### config.mk
export PLATFORM = sky130hd
export DESIGN_NAME = rrga_ram
export DESIGN_NICKNAME = d
export VERILOG_FILES = /design/src/hw/rtl/rrga_ram.sv
export SDC_FILE = /design/constraint.sdc
export NUM_CORES = 1
export LEC_CHECK = 0
export BUFFER_PORTS_ARGS = -buffer_cell sky130_fd_sc_hd__buf_2
export CORE_ASPECT_RATIO = 0.8
export CORE_MARGIN = 2
export CORE_UTILIZATION = 35
export CTS_CLUSTER_DIAMETER = 80
export DETAILED_ROUTE_END_ITERATION = 16
export HOLD_SLACK_MARGIN = 0.12
export MAX_ROUTING_LAYER = met4
export PLACE_DENSITY = 0.56
export SLEW_MARGIN = 0
export SYNTH_ARGS = -nofsm -noshare
export SYNTH_HDL_FRONTEND = slang
export SYNTH_SLANG_ARGS = --single-unit
### constraint.sdc
create_clock -name clk -period 7.7 [get_ports clk]
set_input_delay 1.54 -clock clk [delete_from_list [all_inputs] [get_ports clk]]
set_output_delay 1.54 -clock clk [all_outputs]
set_load 0.02 [all_outputs]
### src/hw/rtl/rrga_ram.sv
// Generic single-clock RAM, one write and one read port, registered read data.
`default_nettype none

module rrga_ram #(
	parameter int WIDTH = 8,
	parameter int DEPTH = 32,
	localparam int AW = $clog2(DEPTH)
) (
	input  wire logic             clk,
	input  wire logic             we,
	input  wire logic [AW-1:0]    waddr,
	input  wire logic [WIDTH-1:0] wdata,
	input  wire logic             re,
	input  wire logic [AW-1:0]    raddr,
	output logic      [WIDTH-1:0] rdata
);

	logic [WIDTH-1:0] mem_q [DEPTH];
	logic [WIDTH-1:0] rdata_q;

	always_ff @(posedge clk) begin
		if (we) begin
			mem_q[waddr] <= wdata;
		end
		if (re) begin
			rdata_q <= mem_q[raddr];
		end
	end

	assign rdata = rdata_q;

endmodule

`default_nettype wire

---- Word-level counts from Yosys, hierarchy flattened ----
Memory sizes are Yosys's and may differ from the RTL's. A register that Yosys moved wholly into a read port is not among the register bits.
Index checks and enable logic that the tools add are counted.
storage, ports and cells
  bits in registers ....................... 0
  RAM bits ................................ 256
  bits of input ports ..................... 21
  output and inout port bits .............. 8
  memories ................................ 1
cells by class
  muxes and demuxes ....................... 2
memory list
  memory  depth  bits a word  rd ports  clocked after Yosys merged registers in  write ports  RTL line  RTL
  mem_q   32     8            1         1                                        1            18        logic [WIDTH-1:0] mem_q [DEPTH];
operators with widths
  cell              number
  1-bit 2-to-1 mux  2

---- Logic depth before layout (Yosys ltp) ----
  depth in word-level cells ............... 2
  depth in mapped cells ................... 5
  depth with buffers taken out ............ 3

---- Worst setup path before layout ----
No wires, ideal clock.
  path type ............................... input-to-reg
  start ................................... input raddr[2]
  end ..................................... register rdata_q[0], in the netlist rdata[0] (read register of mem_q) (data pin)
  library setup time ...................... 0.260 ns
  data arrival time ....................... 3.222 ns
  data required time ...................... 7.440 ns
  setup slack ............................. 4.218 ns
  stages .................................. 5
  cells stage by stage .................... clkbuf_1 -> clkbuf_1 -> mux4_2 -> mux4_2 -> mux2_2
RTL lines
  what                RTL line  RTL
  start: declaration  14        input wire logic [AW-1:0] raddr,
  end: declaration    19        logic [WIDTH-1:0] rdata_q;

==> results.tsv <==
metric	value	unit
routing usage on met1	23.3	%
clock sink total	264	
via count	4367	
slowest stage delay, CP	670	ps
Hold Path Origin	mem_q[14][3]	
Chip Width	194	um
Num CTS Buffers	26	
status	finished, final reports clean	
CP endpoint kind	register	
CP max FO	33	
Mapped Nets	438	
most frequent cells in the layout	264 x edfxtp_1, 80 x mux4_2, 33 x nor2_1, 27 x clkbuf_16, 27 x buf_2	
Worst EP arrival	4190	ps
Sequential Power Share	52.4	%
critical path type	primary input to register	
post-CTS resize count	0	
final setup violation count	0	
clk slew on worst S/H paths	60	ps
Pre-Repair DR Iteration Count	4	
CTS H-Tree Depth	1	
std cell rows	55	
Longest Clk Path Bufs	3	
placed insts	797	
Leakage	3.54	nW
Final ANT Viol Nets	0	
global route hottest layer	met1	
r2r worst-path depth	3	
clk root buf	clkbuf_16	
combinational power share	4.9	%
switching share of power	19.7	%
Initial DRC Count	534	
CP Launch Type	primary input	
vias in the first global route	4503	
Global Route met2 Usage	21.0	%
worst path bufs/invs	2	
layout cells sized above 1	33.8	%
final hold vios	0	
Core ar.	28400	um^2
CP max-delay cell	buf_4	
Post CTS Setup Buffer Count	0	
fin cells	844	
Die Footprint	30300	um^2
Clock Skews	11.3	ps
largest net degree at the start of global routing	65	
Hold Crit Depth	3	
Max-slew headroom	34.0	%
post-synthesis register bit count	264	
VDD IR-drop max	0.172	mV
post-route DRC violation count	0	
worst skew pair latency	530	ps
crit-path cells	buf_4, buf_4, mux4_2, mux4_2, mux2_2	
num ports	29	
RD Place Congestion	0.756	
Die Ht	156	um
clock power share	42.7	%
NetSw	0.608	mW
GRT Residual Overflow	0	
critical path's top delay family	multiplexers	
minimum clock period	3920	ps
r2r startpoint	mem_q[23][2]	
max frequency	0.255	GHz
initial antenna violation count	1	
DR WL/cell	25.8	um
P_int	2.47	mW
Hold Path Class	register to register	
met3 usage	3.11	%
Max Cap Viol	0	
Sum Neg Setup Slack	0	ps
Antenna diodes	0	
R2R Setup Slk	5710	ps
Worst R2R End	rdata[2]	
DP HPWL	13400	um
mapped cell area	10100	um^2
Mean Syn Cell Area	24.3	um^2
CTS tree	built	
Vias/cell	5.17	
Slew Limit Fails	0	
initial cell density of the core	35.7	%
Port Buffers	28	
CP required	7970	ps
most common cell after layout, fill and taps aside	edfxtp_1	
RSZ-0062 raised after global routing	false	
# hold bufs at CTS	0	
pwr dens	267	nW/um^2
area added between synthesis and finish	13.9	%
first-pass GRT wire length	32100	um
WL final	21800	um
Tcrit/Tclk final	50.9	%
hold worst-path end	rdata[3]	
Final #Nets	476	
sequential area share after synthesis	78.2	%
Ys Warns	0	
Syn Inst Count	417	
measured slew at the worst slew-check pin	991	ps
Netlist cell types	14	
Pwr Total	3.08	mW
GRT Util Overall	15.1	%
-- per-layer routing --
metal  share of wire, %  vias to the layer above
li1                   -                     1864
met1                 44                     2295
met2                 44                      186
met3                 12                       22
met4                1.2                        0
met5                  0                        -
-- synthesized netlist by cell type --
master,n,area [um^2]
nor2_1,33,124
or3b_2,3,26.3
buf_2,1,5.00
nand3_1,2,10.0
buf_6,1,11.3
nand3b_1,5,37.5
buf_1,6,22.5
edfxtp_1,264,7930
mux4_2,80,1800
buf_4,6,45.0
clkbuf_1,6,22.5
or3_1,1,6.26
mux2_2,8,90.1
nand2_1,1,3.75
-- power by group through the flow --
stage | Clock [mW] | Sequential, mW | Combinational [mW]
6_report | 1.32 | 1.61 | 0.151
3_5_place_dp | 0 | 1.64 | 0.153
2_1_floorplan | 0 | 1.64 | 0.0852
5_1_grt | 1.40 | 1.61 | 0.163
3_3_place_gp | 0 | 1.64 | 0.151
4_1_cts | 1.34 | 1.61 | 0.154
-- worst max path at each step --
stage	depth (start not counted)	slack, ps	to	start
2_1_floorplan	5	4220	rdata[0]	raddr[2]
3_3_place_gp	5	3180	rdata[6]	raddr[0]
3_5_place_dp	5	3180	rdata[6]	raddr[0]
4_1_cts	5	3710	rdata[6]	raddr[0]
5_1_grt	5	3590	rdata[6]	raddr[0]
6_report	5	3780	rdata[6]	raddr[0]
-- worst min-delay path: stages, from the launching register on --
cell	delay [ps]
edfxtp_1	310
mux4_2	220
mux4_2	220
mux2_2	130
-- flip-flops by register name, indices dropped and copies added, names as in the netlist --
signal and flops:
mem_q 256, rdata 8
-- cell type report --
cell class,count,area (um^2)
Timing Repair Buffer,30,158
Multi-Input combinational cell,133,2100
Tap cell,370,463
Sequential cell,264,7930
Fill cell,2463,16800
Clock inverter,17,208
Clock buffer,30,687
-- logic make-up after synthesis --
group                  after synthesis  share of synthesized area [%]
buffers and inverters               20                           1.05
DFF                                264                           78.2
muxes                               88                           18.7
and+or+nand+nor                     45                           2.05
-- metrics by stage --
stage	setup slack, ps	hold slack, ps	cell area [um^2]	utilization [%]
after detailed placement	3180	965	10600	37.6
after global routing	3590	1010	11500	40.7
after floorplan	4220	941	10100	-
after CTS	3710	991	11500	40.7
after global placement	3180	962	10600	37.6
final	3780	985	11500	40.7
No activity file was read; power rests on OpenSTA's default activity.
