File: src/hw/rtl/rrga_pkg.sv
// Shared widths, codes and structs of the rectangle region grid allocator.
`default_nettype none

package rrga_pkg;

	// Default sizes, handed to the top level parameters
	localparam int MAX_ROWS_DEF   = 32;
	localparam int MAX_COLS_DEF   = 32;
	localparam int LABEL_BITS_DEF = 8;

	// Fixed field widths of the channels
	localparam int CMD_W      = 2;
	localparam int COORD_W    = 5;
	localparam int SIZE_W     = 6;
	localparam int LABEL_W    = 8;
	localparam int CFG_IDX_W  = 1;
	localparam int CFG_DATA_W = 5;

	// Width for coordinate sums and compares (covers 255 + 63)
	localparam int CALC_W = 10;

	localparam logic [CFG_DATA_W-1:0] ROWS_RST = 5'd31;
	localparam logic [CFG_DATA_W-1:0] COLS_RST = 5'd31;

	typedef enum logic [CMD_W-1:0] {
		CMD_PASTE = 2'd0,
		CMD_ERASE = 2'd1,
		CMD_FIND  = 2'd2
	} cmd_t;

	typedef enum logic [CFG_IDX_W-1:0] {
		CFG_ROWS_IN_USE = 1'd0,
		CFG_COLS_IN_USE = 1'd1
	} cfg_idx_t;

	// Per-row operation handed to the row unit
	typedef struct packed {
		logic               check_en;
		logic               paste_en;
		logic               erase_en;
		logic               find_en;
		logic [COORD_W-1:0] col_lo;
		logic [COORD_W-1:0] col_hi;
		logic [COORD_W-1:0] col_nc;
		logic [COORD_W-1:0] find_lo;
	} row_ctl_t;

	// Per-row status returned by the row unit
	typedef struct packed {
		logic               conflict;
		logic               row_full;
		logic               hit;
		logic [COORD_W-1:0] hit_col;
	} row_stat_t;

endpackage

`default_nettype wire

File: src/hw/rtl/rrga_row_unit.sv
// Row datapath: checks, pastes, erases and searches one grid row word.
`default_nettype none

module rrga_row_unit #(
	parameter int MAX_COLS   = rrga_pkg::MAX_COLS_DEF,
	parameter int LABEL_BITS = rrga_pkg::LABEL_BITS_DEF,
	localparam int WORD_W = MAX_COLS * LABEL_BITS
) (
	input  wire rrga_pkg::row_ctl_t        ctl,
	input  wire logic [LABEL_BITS-1:0]     label,
	input  wire logic [WORD_W-1:0]         rd_word,
	output logic      [WORD_W-1:0]         wr_word,
	output rrga_pkg::row_stat_t            stat
);

	localparam int CW = rrga_pkg::CALC_W;

	logic [MAX_COLS-1:0] conflict_vec;
	logic [MAX_COLS-1:0] full_vec;
	logic [MAX_COLS-1:0] empty_vec;
	logic [rrga_pkg::COORD_W-1:0] hit_col;

	for (genvar c = 0; c < MAX_COLS; c++) begin : g_col
		localparam logic [CW-1:0] CIDX = CW'(c);
		logic [LABEL_BITS-1:0] cell_v;
		logic [LABEL_BITS-1:0] new_v;
		logic                  nz;
		logic                  in_rect;
		logic                  active;

		assign cell_v  = rd_word[c*LABEL_BITS +: LABEL_BITS];
		assign nz      = |cell_v;
		assign in_rect = (CIDX >= CW'(ctl.col_lo)) && (CIDX < CW'(ctl.col_hi));
		assign active  = CIDX < CW'(ctl.col_nc);

		assign new_v = (ctl.paste_en && in_rect) ? label :
			(ctl.erase_en && in_rect) ? '0 : cell_v;
		assign wr_word[c*LABEL_BITS +: LABEL_BITS] = new_v;

		assign conflict_vec[c] = ctl.check_en && in_rect && nz;
		assign full_vec[c]     = !active || (|new_v);
		assign empty_vec[c]    = ctl.find_en && active && !nz &&
			(CIDX >= CW'(ctl.find_lo));
	end

	// lowest empty column wins
	always_comb begin
		hit_col = '0;
		for (int c = MAX_COLS - 1; c >= 0; c--) begin
			if (empty_vec[c]) begin
				hit_col = rrga_pkg::COORD_W'(c);
			end
		end
	end

	always_comb begin
		stat          = '0;
		stat.conflict = |conflict_vec;
		stat.row_full = &full_vec;
		stat.hit      = |empty_vec;
		stat.hit_col  = hit_col;
	end

endmodule

`default_nettype wire

File: config.mk
export PLATFORM = sky130hd
export DESIGN_NAME = rrga_row_unit
export DESIGN_NICKNAME = d
export VERILOG_FILES = /design/src/hw/rtl/rrga_pkg.sv /design/src/hw/rtl/rrga_row_unit.sv
export SDC_FILE = /design/constraint.sdc
export NUM_CORES = 1
export LEC_CHECK = 0
export BUFFER_PORTS_ARGS = -buffer_cell sky130_fd_sc_hd__buf_2
export CORE_AREA = 2 2 214 216
export DETAILED_ROUTE_END_ITERATION = 10
export DIE_AREA = 0 0 216 218
export PLACE_DENSITY_LB_ADDON = 0.08
export SLEW_MARGIN = 25
export SYNTH_ARGS = -nofsm -noshare
export SYNTH_HDL_FRONTEND = slang
export SYNTH_SLANG_ARGS = --single-unit
File: constraint.sdc
create_clock -name vclk -period 7.29
set_input_delay 0.729 -clock vclk [all_inputs]
set_output_delay 0.729 -clock vclk [all_outputs]
set_load 0.005 [all_outputs]
Word-level counts from Yosys, hierarchy flattened:

Cells that the tools add are included.

* bits in registers: 0
* input bits: 288
* ROM bits: 0
* bits in latches: 0
* output and inout port bits: 264
* memories kept: 0
* bits in writable memories: 0

* divide/modulo/power cells: 0
* $mul: 0
* add/subtract/negate cells: 0
* bitwise operators: 0
* eq/ne operators: 0
* mux-type cells: 93
* shifts and indexed selects: 0
* reduce and logical (&&, ||, !) cells: 406
* magnitude comparators: 124

Operators by type and width (count)
* 8-bit 2-to-1 mux: 62
* 8-bit OR reduction: 62
* 1-bit logical AND: 248
* 5-bit 2-to-1 mux: 31
* 5-bit >= comparator (first input constant): 30
* 5-bit less-than comparator (first input constant): 30
* 4-bit by 5-bit >= comparator with 1-bit output (first input constant): 16
* 4-bit by 5-bit less-than comparator with 1-bit output (first input constant): 16
* 1-bit logical NOT: 62
* 31-bit OR reduction: 2
* 3-bit by 5-bit >= comparator with 1-bit output (first input constant): 8
* 3-bit by 5-bit less-than comparator with 1-bit output (first input constant): 8
* 1-bit logical OR: 31
* 31-bit AND reduction: 1
* 1-bit by 5-bit >= comparator with 1-bit output (first input constant): 4
* 2-bit by 5-bit >= comparator with 1-bit output (first input constant): 4
* 1-bit by 5-bit less-than comparator with 1-bit output (first input constant): 4
* 2-bit by 5-bit less-than comparator with 1-bit output (first input constant): 4

Logic depth before layout (Yosys ltp):

* depth in word-level cells: 35
* gate-level depth with buffers: 11
* depth with buffers taken out: 8

Worst setup path after synthesis:

OpenSTA, ideal clock, no wires.

* kind: input-to-output
* from: input port ctl[22] (netlist bit)
* to: output port stat[6] (netlist bit)
* arrival time: 2.676 ns
* stages: 10
* buffers on the path: 3
* setup slack: 3.885 ns
* path through: buf_2 and2_1 clkbuf_1 and3_1 buf_2 a22o_1 or4_1 nor4_1 a211oi_1 and4_1

RTL lines
* from (decl): RTL line rrga_row_unit.sv:9 `input wire rrga_pkg::row_ctl_t ctl,`
* to (decl): RTL line rrga_row_unit.sv:13 `output rrga_pkg::row_stat_t stat`

==> results.md <==
- Setup ws final: 2.35 ns
- CTS Hold Bufs: 0
- Hold Path Stages: 0
- Leakage Power: 4.48 nW
- Outcome: finished clean
- Largest net degree at the start of global routing: 37
- CTS resizes: 0
- Worst EP arrival: 4.21 ns
- Fill count: 5344
- CLK BUF: 0
- Initial Utilization: 13.2%
- Crit path kind: input pin to output pin
- DR pass1 iterations: 5
- Mean Syn Cell Area: 6.46 sq um
- Hold Startpoint: rd_word[252]
- Setup TNS Final: 0 ns
- FP Rows: 78
- Gr ovfl total: 0
- Buf/Inv on CP: 2
- Cells after Synth: 920
- First-pass GRT wire length: 79.2 mm
- WL per Instance: 29.6 um
- Vias/cell: 5.35
- Layout cells sized above 1: 42.4%
- Synth Net Count: 1208
- Highest Clock Rate: 202 MHz
- HP Class: input pin to output pin
- PwrDens: 67.8 mW/mm^2
- Final period utilization: 67.8%
- Routed vias: 10500
- CP startpoint kind: input pin
- Vias in the first global route: 10600
- Worst-Margin Slew: 1.02 ns
- Die area: 0.0471 sq mm
- Worst Setup End Kind: output pin
- Pre-CTS WS: 2.30 ns
- Critical-path cell list: buf_2 -> nor2b_1 -> nand2_1 -> a22o_1 -> or4_1 -> nor4_1 -> a211oi_1 -> and4_1 -> buf_2
- Post-CTS setup buffer count: 0
- Seq_cells: 0
- DRC: 0
- Period minus WS final: 4.94 ns
- Largest delay share family, worst path: simple AND/OR/NAND/NOR gates
- Port Buffers: 536
- Min-Delay Endpoint: wr_word[252]
- Max-slew violations: 0
- Antenna violations before repair: 2
- Ports: 552
- VDD IR max: 25.3 uV
- Max Cap Viol: 0
- RSZ-0062 raised after global routing: no
- Placed insts: 1968
- Worst-case hold slack: 1.46 ns
- Worst-path fanout max: 23
- Post-synthesis instance area: 0.00594 sq mm
- Total power: 614 uW
- CP peak stage delay: 0.74 ns
- Most used cell, CP: buf_2
- Final hold vios: 0
- Yosys cell types: 67
- Seq/Total Area, Yosys: 0%
- YS warnings: 0
- Die span in x: 216 um
- 1st-iter DRT viols: 924
- CP max-delay cell: nor4_1
- Area of the core: 0.0449 sq mm
- Worst Path Required: 6.56 ns
- Setup violations, final: 0
- Hpwl dp: 48.6 mm
- DIE HEIGHT: 218 um
- Final wirelength: 58.3 mm
- Register area: 0 sq um
- Non-filler cells, final: 1969
- Number of routed nets with antenna violations: 0
- Total GRT Usage: 23.0%
- Synth-to-Final Area Change: 52.4%
- Slew HR: 31.8%
- Gpl congestion: 0.891
- # nets final: 1658
-- placed cells by master (no fill, tap or decap), types with 6 or more instances in the layout --
master / synthesis / layout
nand2b_1: 7 / 7
and3_1: 14 / 14
and2_1: 19 / 19
a31oi_1: 8 / 8
or3_1: 8 / 8
or2_2: 13 / 13
o21ai_0: 33 / 33
o2111ai_1: 8 / 8
a22oi_1: 9 / 9
nand3_1: 23 / 23
a211o_1: 6 / 6
or4_1: 19 / 19
nor2_1: 81 / 81
nand2_1: 83 / 83
a221oi_1: 8 / 8
o21a_1: 11 / 11
a21oi_1: 32 / 32
nor3_1: 16 / 15
buf_4: 8 / 13
a211oi_1: 7 / 7
a21o_1: 8 / 8
o31ai_1: 10 / 10
buf_2: 11 / 536
nor4_1: 59 / 58
a221o_1: 6 / 6
a2111oi_0: 9 / 9
nor2b_1: 8 / 7
a22o_1: 244 / 244
-- stage by stage --
stage | area (sq um) | utilization [%]
3_3_place_gp | 9040 | 20.1
6_report | 9060 | 20.2
2_1_floorplan | 5940 | -
4_1_cts | 9040 | 20.1
5_1_grt | 9060 | 20.2
3_5_place_dp | 9040 | 20.1
-- logic make-up (layout without fill, tap and decap cells) --
family                 after synthesis  in the layout  share of synthesized area, %
AND/OR/NAND/NOR                    374            374                          32.8
AO/OA/AOI/OAI                      439            439                          59.6
other                                0              1                             0
buffers and inverters              107            555                          7.62
-- area by class of cell --
cell class	count	area, sq um	area share (%)
multi-input combinational	813	5510	60.8
inverter	6	22.5	0.249
timing repair buffer	549	2780	30.7
antenna	1	2.50	0.0276
tap	600	751	8.29
-- per-layer routing --
layer | global-route usage [%] | vias up | share of wire [%] | routed length [um]
li1 | - | 4692 | - | -
met2 | 41.7 | 525 | 50 | 29100
met3 | 3.01 | 67 | 5.6 | 3280
met4 | 4.77 | 4 | 2.4 | 1420
met1 | 29.1 | 5247 | 42 | 24500
met5 | 0 | - | 0.038 | 22
-- cell usage after synthesis, types with 9 or more instances --
| library cell | instances | area, sq um |
|---|---|---|
| nor4_1 | 59 | 369 |
| nor3_1 | 16 | 80.1 |
| nand3_1 | 23 | 115 |
| or2_2 | 13 | 81.3 |
| a2111oi_0 | 9 | 78.8 |
| clkbuf_1 | 79 | 297 |
| and2_1 | 19 | 119 |
| o31ai_1 | 10 | 75.1 |
| a21oi_1 | 32 | 160 |
| nor2_1 | 81 | 304 |
| a22oi_1 | 9 | 67.6 |
| o21ai_0 | 33 | 165 |
| nand2_1 | 83 | 312 |
| and3_1 | 14 | 87.6 |
| or4_1 | 19 | 143 |
| buf_2 | 11 | 55.1 |
| o21a_1 | 11 | 82.6 |
| a22o_1 | 244 | 2140 |
-- worst max path at each step --
stage	depth (start not counted)	slack, ns	end	start
2_1_floorplan	10	3.88	stat[6]	ctl[22]
3_3_place_gp	9	2.29	stat[6]	ctl[14]
3_5_place_dp	9	2.30	stat[6]	ctl[14]
4_1_cts	9	2.30	stat[6]	ctl[14]
5_1_grt	9	2.22	stat[6]	ctl[14]
6_report	9	2.35	stat[6]	ctl[14]
-- where the power goes --
| group | switching (mW) | leakage (nW) | total [mW] | internal (mW) |
|---|---|---|---|---|
| sequential | 0 | 0 | 0 | 0 |
| clock | 0 | 0.00000634 | 0.0000000184 | 0.0000000183 |
| combinational | 0.363 | 4.48 | 0.614 | 0.251 |
Note: power is estimated with default switching activity, not from simulation.
